## src/rtl/kwc_pkg.sv

```systemverilog
`timescale 1ns / 1ps

package kwc_pkg;

	localparam int COUNT_WIDTH = 16;
	localparam int FIELD_WIDTH = 16;
	localparam int NUM_KW      = 5;
	localparam int TOK_CHARS   = 6;
	localparam int TOK_BITS    = TOK_CHARS * 8;
	localparam int LEN_WIDTH   = 3;

	localparam logic [LEN_WIDTH-1:0] TOK_LEN_MAX = LEN_WIDTH'(TOK_CHARS);

	typedef logic [COUNT_WIDTH-1:0] count_t;

	typedef enum logic [2:0] {
		KW_INT    = 3'd0,
		KW_RETURN = 3'd1,
		KW_IF     = 3'd2,
		KW_ELSE   = 3'd3,
		KW_WHILE  = 3'd4
	} kw_idx_t;

	// Keywords packed newest character in the low byte, as the token shifts in.
	localparam logic [TOK_BITS-1:0] KW_CHARS [NUM_KW] = '{
		48'h0000_0069_6E74,
		48'h7265_7475_726E,
		48'h0000_0000_6966,
		48'h0000_656C_7365,
		48'h0077_6869_6C65
	};
	localparam logic [LEN_WIDTH-1:0] KW_LEN [NUM_KW] = '{3'd3, 3'd6, 3'd2, 3'd4, 3'd5};

	typedef struct packed {
		logic [7:0] text_byte;
		logic       end_of_text;
	} in_word_t;

	typedef struct packed {
		logic [FIELD_WIDTH-1:0] count_int;
		logic [FIELD_WIDTH-1:0] count_return;
		logic [FIELD_WIDTH-1:0] count_if;
		logic [FIELD_WIDTH-1:0] count_else;
		logic [FIELD_WIDTH-1:0] count_while;
	} out_word_t;

	typedef struct packed {
		logic [TOK_BITS-1:0]  chars;
		logic [LEN_WIDTH-1:0] len;
		logic                 too_long;
	} tok_t;

	function automatic logic is_delim(input logic [7:0] c);
		logic d;
		case (c) inside
			8'h20, 8'h09, 8'h0A, 8'h2E, 8'h2C, 8'h3B, 8'h28, 8'h29, 8'h7B, 8'h7D,
			8'h5B, 8'h5D, 8'h3C, 8'h3E, 8'h21, 8'h2B, 8'h2D, 8'h3D, 8'h2A, 8'h2F:
				d = 1'b1;
			default: d = 1'b0;
		endcase
		return d;
	endfunction

endpackage

```

## src/rtl/kwc_token.sv

```systemverilog
`timescale 1ns / 1ps

module kwc_token import kwc_pkg::*; (
	input  logic              clk,
	input  logic              arst_n,
	input  logic              advance,
	input  logic [7:0]        text_byte,
	input  logic              last,
	output logic [NUM_KW-1:0] hit
);

	tok_t tok_q;
	logic ended_q;

	tok_t tok_app;
	tok_t tok_sel;
	tok_t tok_d;
	logic is_zero;
	logic brk;
	logic do_close;

	always_comb begin
		is_zero = (text_byte == 8'h00);
		brk     = !ended_q && (is_zero || is_delim(text_byte));

		tok_app.chars    = {tok_q.chars[TOK_BITS-9:0], text_byte};
		tok_app.len      = (tok_q.len < TOK_LEN_MAX) ? tok_q.len + 1'b1 : tok_q.len;
		tok_app.too_long = tok_q.too_long || (tok_q.len == TOK_LEN_MAX);

		// At most one token closes per word: the open one on a break,
		// otherwise the one left after this byte when the text ends here.
		if (brk) begin
			tok_sel  = tok_q;
			do_close = 1'b1;
		end else begin
			tok_sel  = ended_q ? tok_q : tok_app;
			do_close = last;
		end

		if (last || brk) begin
			tok_d = '0;
		end else if (ended_q) begin
			tok_d = tok_q;
		end else begin
			tok_d = tok_app;
		end

		for (int k = 0; k < NUM_KW; k++) begin
			hit[k] = do_close && !tok_sel.too_long && (tok_sel.len == KW_LEN[k]) &&
				(tok_sel.chars == KW_CHARS[k]);
		end
	end

	always_ff @(posedge clk or negedge arst_n) begin
		if (!arst_n) begin
			tok_q   <= '0;
			ended_q <= 1'b0;
		end else if (advance) begin
			tok_q   <= tok_d;
			ended_q <= !last && (ended_q || (brk && is_zero));
		end
	end

endmodule

```

## src/rtl/kwc_counters.sv

```systemverilog
`timescale 1ns / 1ps

module kwc_counters import kwc_pkg::*; (
	input  logic              clk,
	input  logic              arst_n,
	input  logic              advance,
	input  logic              last,
	input  logic [NUM_KW-1:0] hit,
	output out_word_t         result
);

	count_t cnt_q [NUM_KW];
	count_t cnt_d [NUM_KW];

	always_comb begin
		for (int k = 0; k < NUM_KW; k++) begin
			cnt_d[k] = (hit[k] && (cnt_q[k] != '1)) ? cnt_q[k] + 1'b1 : cnt_q[k];
		end
		result.count_int    = FIELD_WIDTH'(cnt_d[KW_INT]);
		result.count_return = FIELD_WIDTH'(cnt_d[KW_RETURN]);
		result.count_if     = FIELD_WIDTH'(cnt_d[KW_IF]);
		result.count_else   = FIELD_WIDTH'(cnt_d[KW_ELSE]);
		result.count_while  = FIELD_WIDTH'(cnt_d[KW_WHILE]);
	end

	always_ff @(posedge clk or negedge arst_n) begin
		if (!arst_n) begin
			for (int k = 0; k < NUM_KW; k++) begin
				cnt_q[k] <= '0;
			end
		end else if (advance) begin
			for (int k = 0; k < NUM_KW; k++) begin
				cnt_q[k] <= last ? '0 : cnt_d[k];
			end
		end
	end

endmodule

```

## src/rtl/keyword_token_counter.sv

```systemverilog
`timescale 1ns / 1ps

// Channel  Handshake                  Word
// text     text_valid / text_stall    in_word_t  {text_byte, end_of_text}
// count    count_valid / count_stall  out_word_t {five keyword counts}
//
// One byte per cycle sustained while text_stall is low.
// The path is input register, tokenizer/matcher plus counter update, result register.
// Reset clears the token, the counts and both valid registers.
// A stalled result holds; only a final byte waiting behind it stalls text,
// other bytes keep flowing.

module keyword_token_counter import kwc_pkg::*; (
	input  logic      clk,
	input  logic      arst_n,
	input  logic      text_valid,
	output logic      text_stall,
	input  in_word_t  text,
	output logic      count_valid,
	input  logic      count_stall,
	output out_word_t counts
);

	logic              valid_s1;
	in_word_t          word_s1;
	logic              out_free;
	logic              advance;
	logic [NUM_KW-1:0] hit;
	out_word_t         result;

	assign out_free   = !count_valid || !count_stall;
	assign advance    = valid_s1 && (!word_s1.end_of_text || out_free);
	assign text_stall = valid_s1 && !advance;

	always_ff @(posedge clk or negedge arst_n) begin
		if (!arst_n) begin
			valid_s1 <= 1'b0;
		end else if (!text_stall) begin
			valid_s1 <= text_valid;
		end
	end

	always_ff @(posedge clk) begin
		if (text_valid && !text_stall) begin
			word_s1 <= text;
		end
	end

	kwc_token u_token (
		.clk       (clk),
		.arst_n    (arst_n),
		.advance   (advance),
		.text_byte (word_s1.text_byte),
		.last      (word_s1.end_of_text),
		.hit       (hit)
	);

	kwc_counters u_counters (
		.clk     (clk),
		.arst_n  (arst_n),
		.advance (advance),
		.last    (word_s1.end_of_text),
		.hit     (hit),
		.result  (result)
	);

	always_ff @(posedge clk or negedge arst_n) begin
		if (!arst_n) begin
			count_valid <= 1'b0;
		end else if (out_free) begin
			count_valid <= advance && word_s1.end_of_text;
		end
	end

	always_ff @(posedge clk) begin
		if (out_free && advance && word_s1.end_of_text) begin
			counts <= result;
		end
	end

endmodule

```

## config.mk

```make
export PLATFORM = sky130hd
export DESIGN_NAME = keyword_token_counter
export DESIGN_NICKNAME = d
export VERILOG_FILES = /design/src/rtl/kwc_pkg.sv /design/src/rtl/kwc_token.sv /design/src/rtl/kwc_counters.sv /design/src/rtl/keyword_token_counter.sv
export SDC_FILE = /design/constraint.sdc
export NUM_CORES = 1
export LEC_CHECK = 0
export BUFFER_PORTS_ARGS = -buffer_cell sky130_fd_sc_hd__buf_4
export CAP_MARGIN = 10
export CORE_ASPECT_RATIO = 1.2
export CORE_MARGIN = 5
export CORE_UTILIZATION = 29
export CTS_BUF_LIST = sky130_fd_sc_hd__clkbuf_2 sky130_fd_sc_hd__clkbuf_4 sky130_fd_sc_hd__clkbuf_8
export DETAILED_ROUTE_END_ITERATION = 7
export GPL_TIMING_DRIVEN = 0
export PLACE_DENSITY = 0.53
export RECOVER_POWER = 50
export SYNTH_ARGS = -nofsm -noshare
export SYNTH_HDL_FRONTEND = slang
export SYNTH_SLANG_ARGS = --single-unit
```

## constraint.sdc

```tcl
create_clock -name clk -period 10.9 [get_ports clk]
set_input_delay 0.545 -clock clk [delete_from_list [all_inputs] [get_ports clk]]
set_output_delay 0.545 -clock clk [all_outputs]
set_load 0.05 [all_outputs]
```

Word-level counts from Yosys, hierarchy flattened --
Cells that the tools add are included.
Word-level totals: bits in registers 224, bits of input ports 13, output and inout port bits 82, logic and storage cells 117
Operators by class: add/sub/neg operators 6, $lt $le $gt $ge 1, equal/unequal tests 36, multiplexer cells 16, reductions and logical operators 40
Operators by type and width (number):
- $mux 16 | 10
- $mux 52 | 3
- $eq 8x6->1 const B | 14
- $add 16x1->16 const B | 5
- $ne 16x16->1 const B | 5
- $eq 48x15->1 const B | 1
- $eq 48x23->1 const B | 1
- $eq 48x31->1 const B | 1
- $eq 48x39->1 const B | 1
- $eq 48x47->1 const B | 1
- $eq 8x7->1 const B | 4
- $logic_and 1x1->1 | 25
- $reduce_or 20->1 | 1
- $eq 8x4->1 const B | 2
- $eq 3x3->1 const B | 4
- $logic_not 8->1 | 1
- $logic_not 1->1 | 7
- $eq 3x2->1 const B | 2
- $logic_or 1x1->1 | 6
- $add 3x1->3 const B | 1
- $lt 3x3->1 const B | 1
- $mux 3 | 1
- $mux 1 | 2

Longest topological paths before layout --
depth in word-level cells 13, gate-level depth with buffers 14

Modules after synthesis --
From an unflattened synthesis, not the netlist that was laid out.
Unflattened totals: cells, all modules 1100, area, all modules 11803.8 µm²
Modules (own cells, without submodules):
- kwc_counters | times used 1, cells each 688, area each 5820.6 µm²
- kwc_token | times used 1, cells each 311, area each 3205.6 µm²
- keyword_token_counter | times used 1, cells each 101, area each 2777.7 µm²

Worst setup path after synthesis --
Ideal clock, no wire load.
path type register -> register, from register word_s1[1] (netlist bit), to register u_counters.cnt_q[10] (netlist bit), arrival 3.823 ns, required time 10.831 ns, slack 7.008 ns, cell stages (with the launch flop) 13, cell sequence edfxtp_1 > or4_4 > a2111oi_2 > or2_1 > buf_6 > nor4_2 > buf_6 > mux2_4 > or4_4 > or4_4 > buf_6 > or4_1 > nand3_1
On the way: word-level cells in the longest chain between the ends 13, elaborated cells on any way between the ends 37, classes of those cells eq/ne (22); mux (6); reduce/logical (9)
RTL lines:
- start: declaration | RTL line keyword_token_counter.sv:25 | in_word_t word_s1;
- start signal: assignment | RTL line keyword_token_counter.sv:45 | word_s1 <= text;
- branches (longest 9 deep; another with $mux 52)
- $logic_and 1x1->1 (*) | RTL line kwc_token.sv:49 | hit[k] = do_close && !tok_sel.too_long && (tok_sel.len == KW_LEN[k]) &&
- $logic_and 1x1->1 (*) | RTL line kwc_counters.sv:17 | cnt_d[k] = (hit[k] && (cnt_q[k] != '1)) ? cnt_q[k] + 1'b1 : cnt_q[k];
- $mux 16 (*) | RTL line kwc_counters.sv:17
- $mux 16 (*) | RTL line kwc_counters.sv:33 | cnt_q[k] <= last ? '0 : cnt_d[k];
- end signal: indexed assignment | RTL line kwc_counters.sv:33
- end: declaration | RTL line kwc_counters.sv:12 | count_t cnt_q [NUM_KW];
Mark *: on every way between the ends. A chain may end at the register's enable or synchronous reset.

==> results.toml <==
[run_status]
status = "finished with violations"
violations = "capacitance limit, slew limit"

[grt]
grtUsageTotal_pct = 15.89
grt_pass1_wl_um = 57120
first_global_vias = 9794
grt_start_max_net_pins = 86
antenna_found_initial = 0
gr-total-overflow = 0

[clock_network]
hold_buffers = 1
postCtsSetupRepairBufs = 0
cts_buffers = 39
cts-root-buf = "clkbuf_8"
htreeDepth = 2
clockBufferDepth = 3
cts_tree = "built"
clk_latency_ps = 560
clk_pin_slew_worst_paths_ps = 60
cts_resized = 0
clock_sinks = 224

[routing]
dr.pass1.iters = 5
drtIter0Drc = 673
routed_wl_um = 36510
vias = 9920
routed_via_density = 5.351
drc = 0
detail_route.wl_per_cell_um = 19.69
ant_nets = 0

[setup_path]
worstPathCellList = "or4_1, a2111oi_0, or2_0, clkbuf_1, nor4_2, buf_6, buf_2, mux2_2, nor4_4, nand4b_1, or3_1, xnor2_1"
r2r_slack_ps = 6060
crit_required_ps = 11220
endpoint = "counts[79]$_DFFE_PP_"
crit_path_max_incr_delay_ps = 580
timing.rr.start = "word_s1[1]$_DFFE_PP_"
critPathKind = "reg2reg"
crit_start = "word_s1[1]$_DFFE_PP_"
critPathTopFamily = "simple AND/OR/NAND/NOR gates"
crit_fanout = 10
reg2reg_depth = 12
path_depth = 12
r2r-end = "counts[79]$_DFFE_PP_"
cp_num_buf_inv = 3
startpoint_type = "flip-flop"
crit_arrival_ps = 5150
slowest_stage = "or4_1"
cp-end-kind = "flip-flop"

[place]
gp_congestion = 0.8528
port_buffers = 94
post-dp-hpwl_um = 25820

[synth]
syn-instance-count = 1147
synth_edf_count = 89
ys_types = 72
async_reset_ff_share_pct = 60.27
synth_nets = 1167
ys_ff_latch = 224
synth.avg_cell_area_um2 = 10.30
syn_area_um2 = 11820
ys.flop_type = "dfrtp_1"
yosysSeqAreaShare_pct = 51.21
ys_warn_count = 0

[die]
core_um2 = 40540
die_w_um = 194.3
pin_count = 95
die_h_um = 231.1
initial_utilization_pct = 29.15
fp.dieArea_um2 = 44900
num_rows = 81

[power_and_ir_drop]
cellPowerDensity_nw_per_um2 = 151.3
power.leakage_nw = 5.415
ir_drop_v = 0.00006073
fin_total_pwr_w = 0.002083

[timing]
fin_tns_setup_ps = 0
fin_skew_ps = 32.48
fin_crit_ps = 4836
max_freq_ghz = 0.2068
hold_viol_final = 0
tightest_slew_ps = 2980
slew_headroom_pct = -98.67
final.period_utilization_pct = 44.37
drv_slew = 51
worst_hold_slack_ps = 191.9
grt_setup_unrepaired = "no"
setup_viol = 0

[cells_and_area]
num-nets-final = 1305
mostFrequentLayoutCells = "clkbuf_1 (142), dfrtp_1 (135), nand2_1 (131), edfxtp_1 (89), nor2_1 (61)"
drive_gt1_share_pct = 9.430
fill_cells = 4243
syn_to_final_growth_pct = 16.54
num_antenna_cells = 0
layout_commonest_cell = "clkbuf_1"

[hold_path]
hold_path_class = "in2reg"

[job]
cap_violations = 1
==> where the power goes <==
| part | internal [W] | switching, W | leakage (nW) |
|---|---|---|---|
| Sequential | 0.000929 | 0.0000538 | 2.73 |
| Clock | 0.000473 | 0.000354 | 0.448 |
| Combinational | 0.0000759 | 0.000198 | 2.24 |
==> kinds of logic (layout without fill, tap and decap cells) <==
family / after synthesis / count (layout) / share of synthesized area, %
multiplexers: 31 / 31 / 2.838
AO/OA/AOI/OAI: 215 / 215 / 13.65
adder cells (fa/ha/maj): 7 / 7 / 0.7412
XOR/XNOR: 69 / 69 / 5.114
AND/OR/NAND/NOR: 512 / 512 / 23.40
buffers and inverters: 89 / 257 / 3.050
flip-flops: 224 / 224 / 51.21
==> synth_stat cells, drive strengths merged, types with 11 or more instances <==
library cell	number	area share, %
dfrtp	135	29
nand2	131	4.2
edfxtp	89	23
nor2	61	1.9
nand3	60	2.5
clkbuf	57	1.8
a22o	51	3.8
and3	46	2.4
nor3	46	2.0
xnor2	45	3.3
o21ai	43	1.8
nor4	32	2.1
or4	26	1.8
xor2	24	1.8
inv	22	0.70
a21oi	18	0.79
nand4	18	0.95
mux2	17	1.7
and2	15	0.79
a31oi	14	0.74
mux2i	14	1.2
nor2b	14	0.74
o31ai	14	0.89
or3	13	0.69
a221o	12	1.0
o211ai	11	0.70
==> cell type report <==
class,count,area [µm²],area share [%]
buffer,67,270.3,1.963
clock buffer,58,723.2,5.252
clock inverter,13,110.1,0.7996
inverter,22,85.08,0.6178
multi-input combinational,834,5401,39.22
sequential,224,6051,43.94
tap,539,674.4,4.897
timing repair buffer,97,455.4,3.307
==> sequential cells by signal, summed over array words and instances (netlist names) <==
signal	cells
word_s1	9
valid_s1	1
u_token.tok_q	12
u_token.ended_q	1
counts	80
u_counters.cnt_q	80
count_valid	1
u_token.tok_app	40
==> worst min-delay path by stage <==
| stage | from | end | slack [ps] | cells past startpoint |
|---|---|---|---|---|
| 5_1_grt | text[3] | word_s1[3]$_DFFE_PP_ | 150 | 1 |
| 2_1_floorplan | arst_n | count_valid$_DFFE_PN0P_ | 250 | 0 |
| 3_5_place_dp | u_token.tok_q[47]$_DFFE_PN0P_ | u_token.tok_q[47]$_DFFE_PN0P_ | 490 | 1 |
| 6_report | text[1] | word_s1[1]$_DFFE_PP_ | 190 | 1 |
| 4_1_cts | text[1] | word_s1[1]$_DFFE_PP_ | 130 | 1 |
| 3_3_place_gp | u_token.tok_q[46]$_DFFE_PN0P_ | u_token.tok_q[46]$_DFFE_PN0P_ | 490 | 1 |
==> routing by layer <==
layer  vias to the layer above  GRT usage, %  routed length, µm
met1                      4933         20.26              15550
met5                         -             0                  0
met2                       281         26.92              17810
li1                       4618             -                  -
met3                        88         2.704               1783
met4                         0         6.396               1365
==> per-stage QoR <==
stage | setup WS, ps | instances | cell area [µm²] | util [%]
floorplan | 7008 | 1147 | 11820 | -
global placement | 5600 | 1780 | 13200 | 32.55
detailed placement | 6299 | 1782 | 13260 | 32.72
CTS | 6263 | 1854 | 14110 | 34.80
global route | 5711 | 1854 | 13770 | 33.97
finish | 6064 | 1854 | 13770 | 33.97
Note: power is estimated with default switching activity, not from simulation.
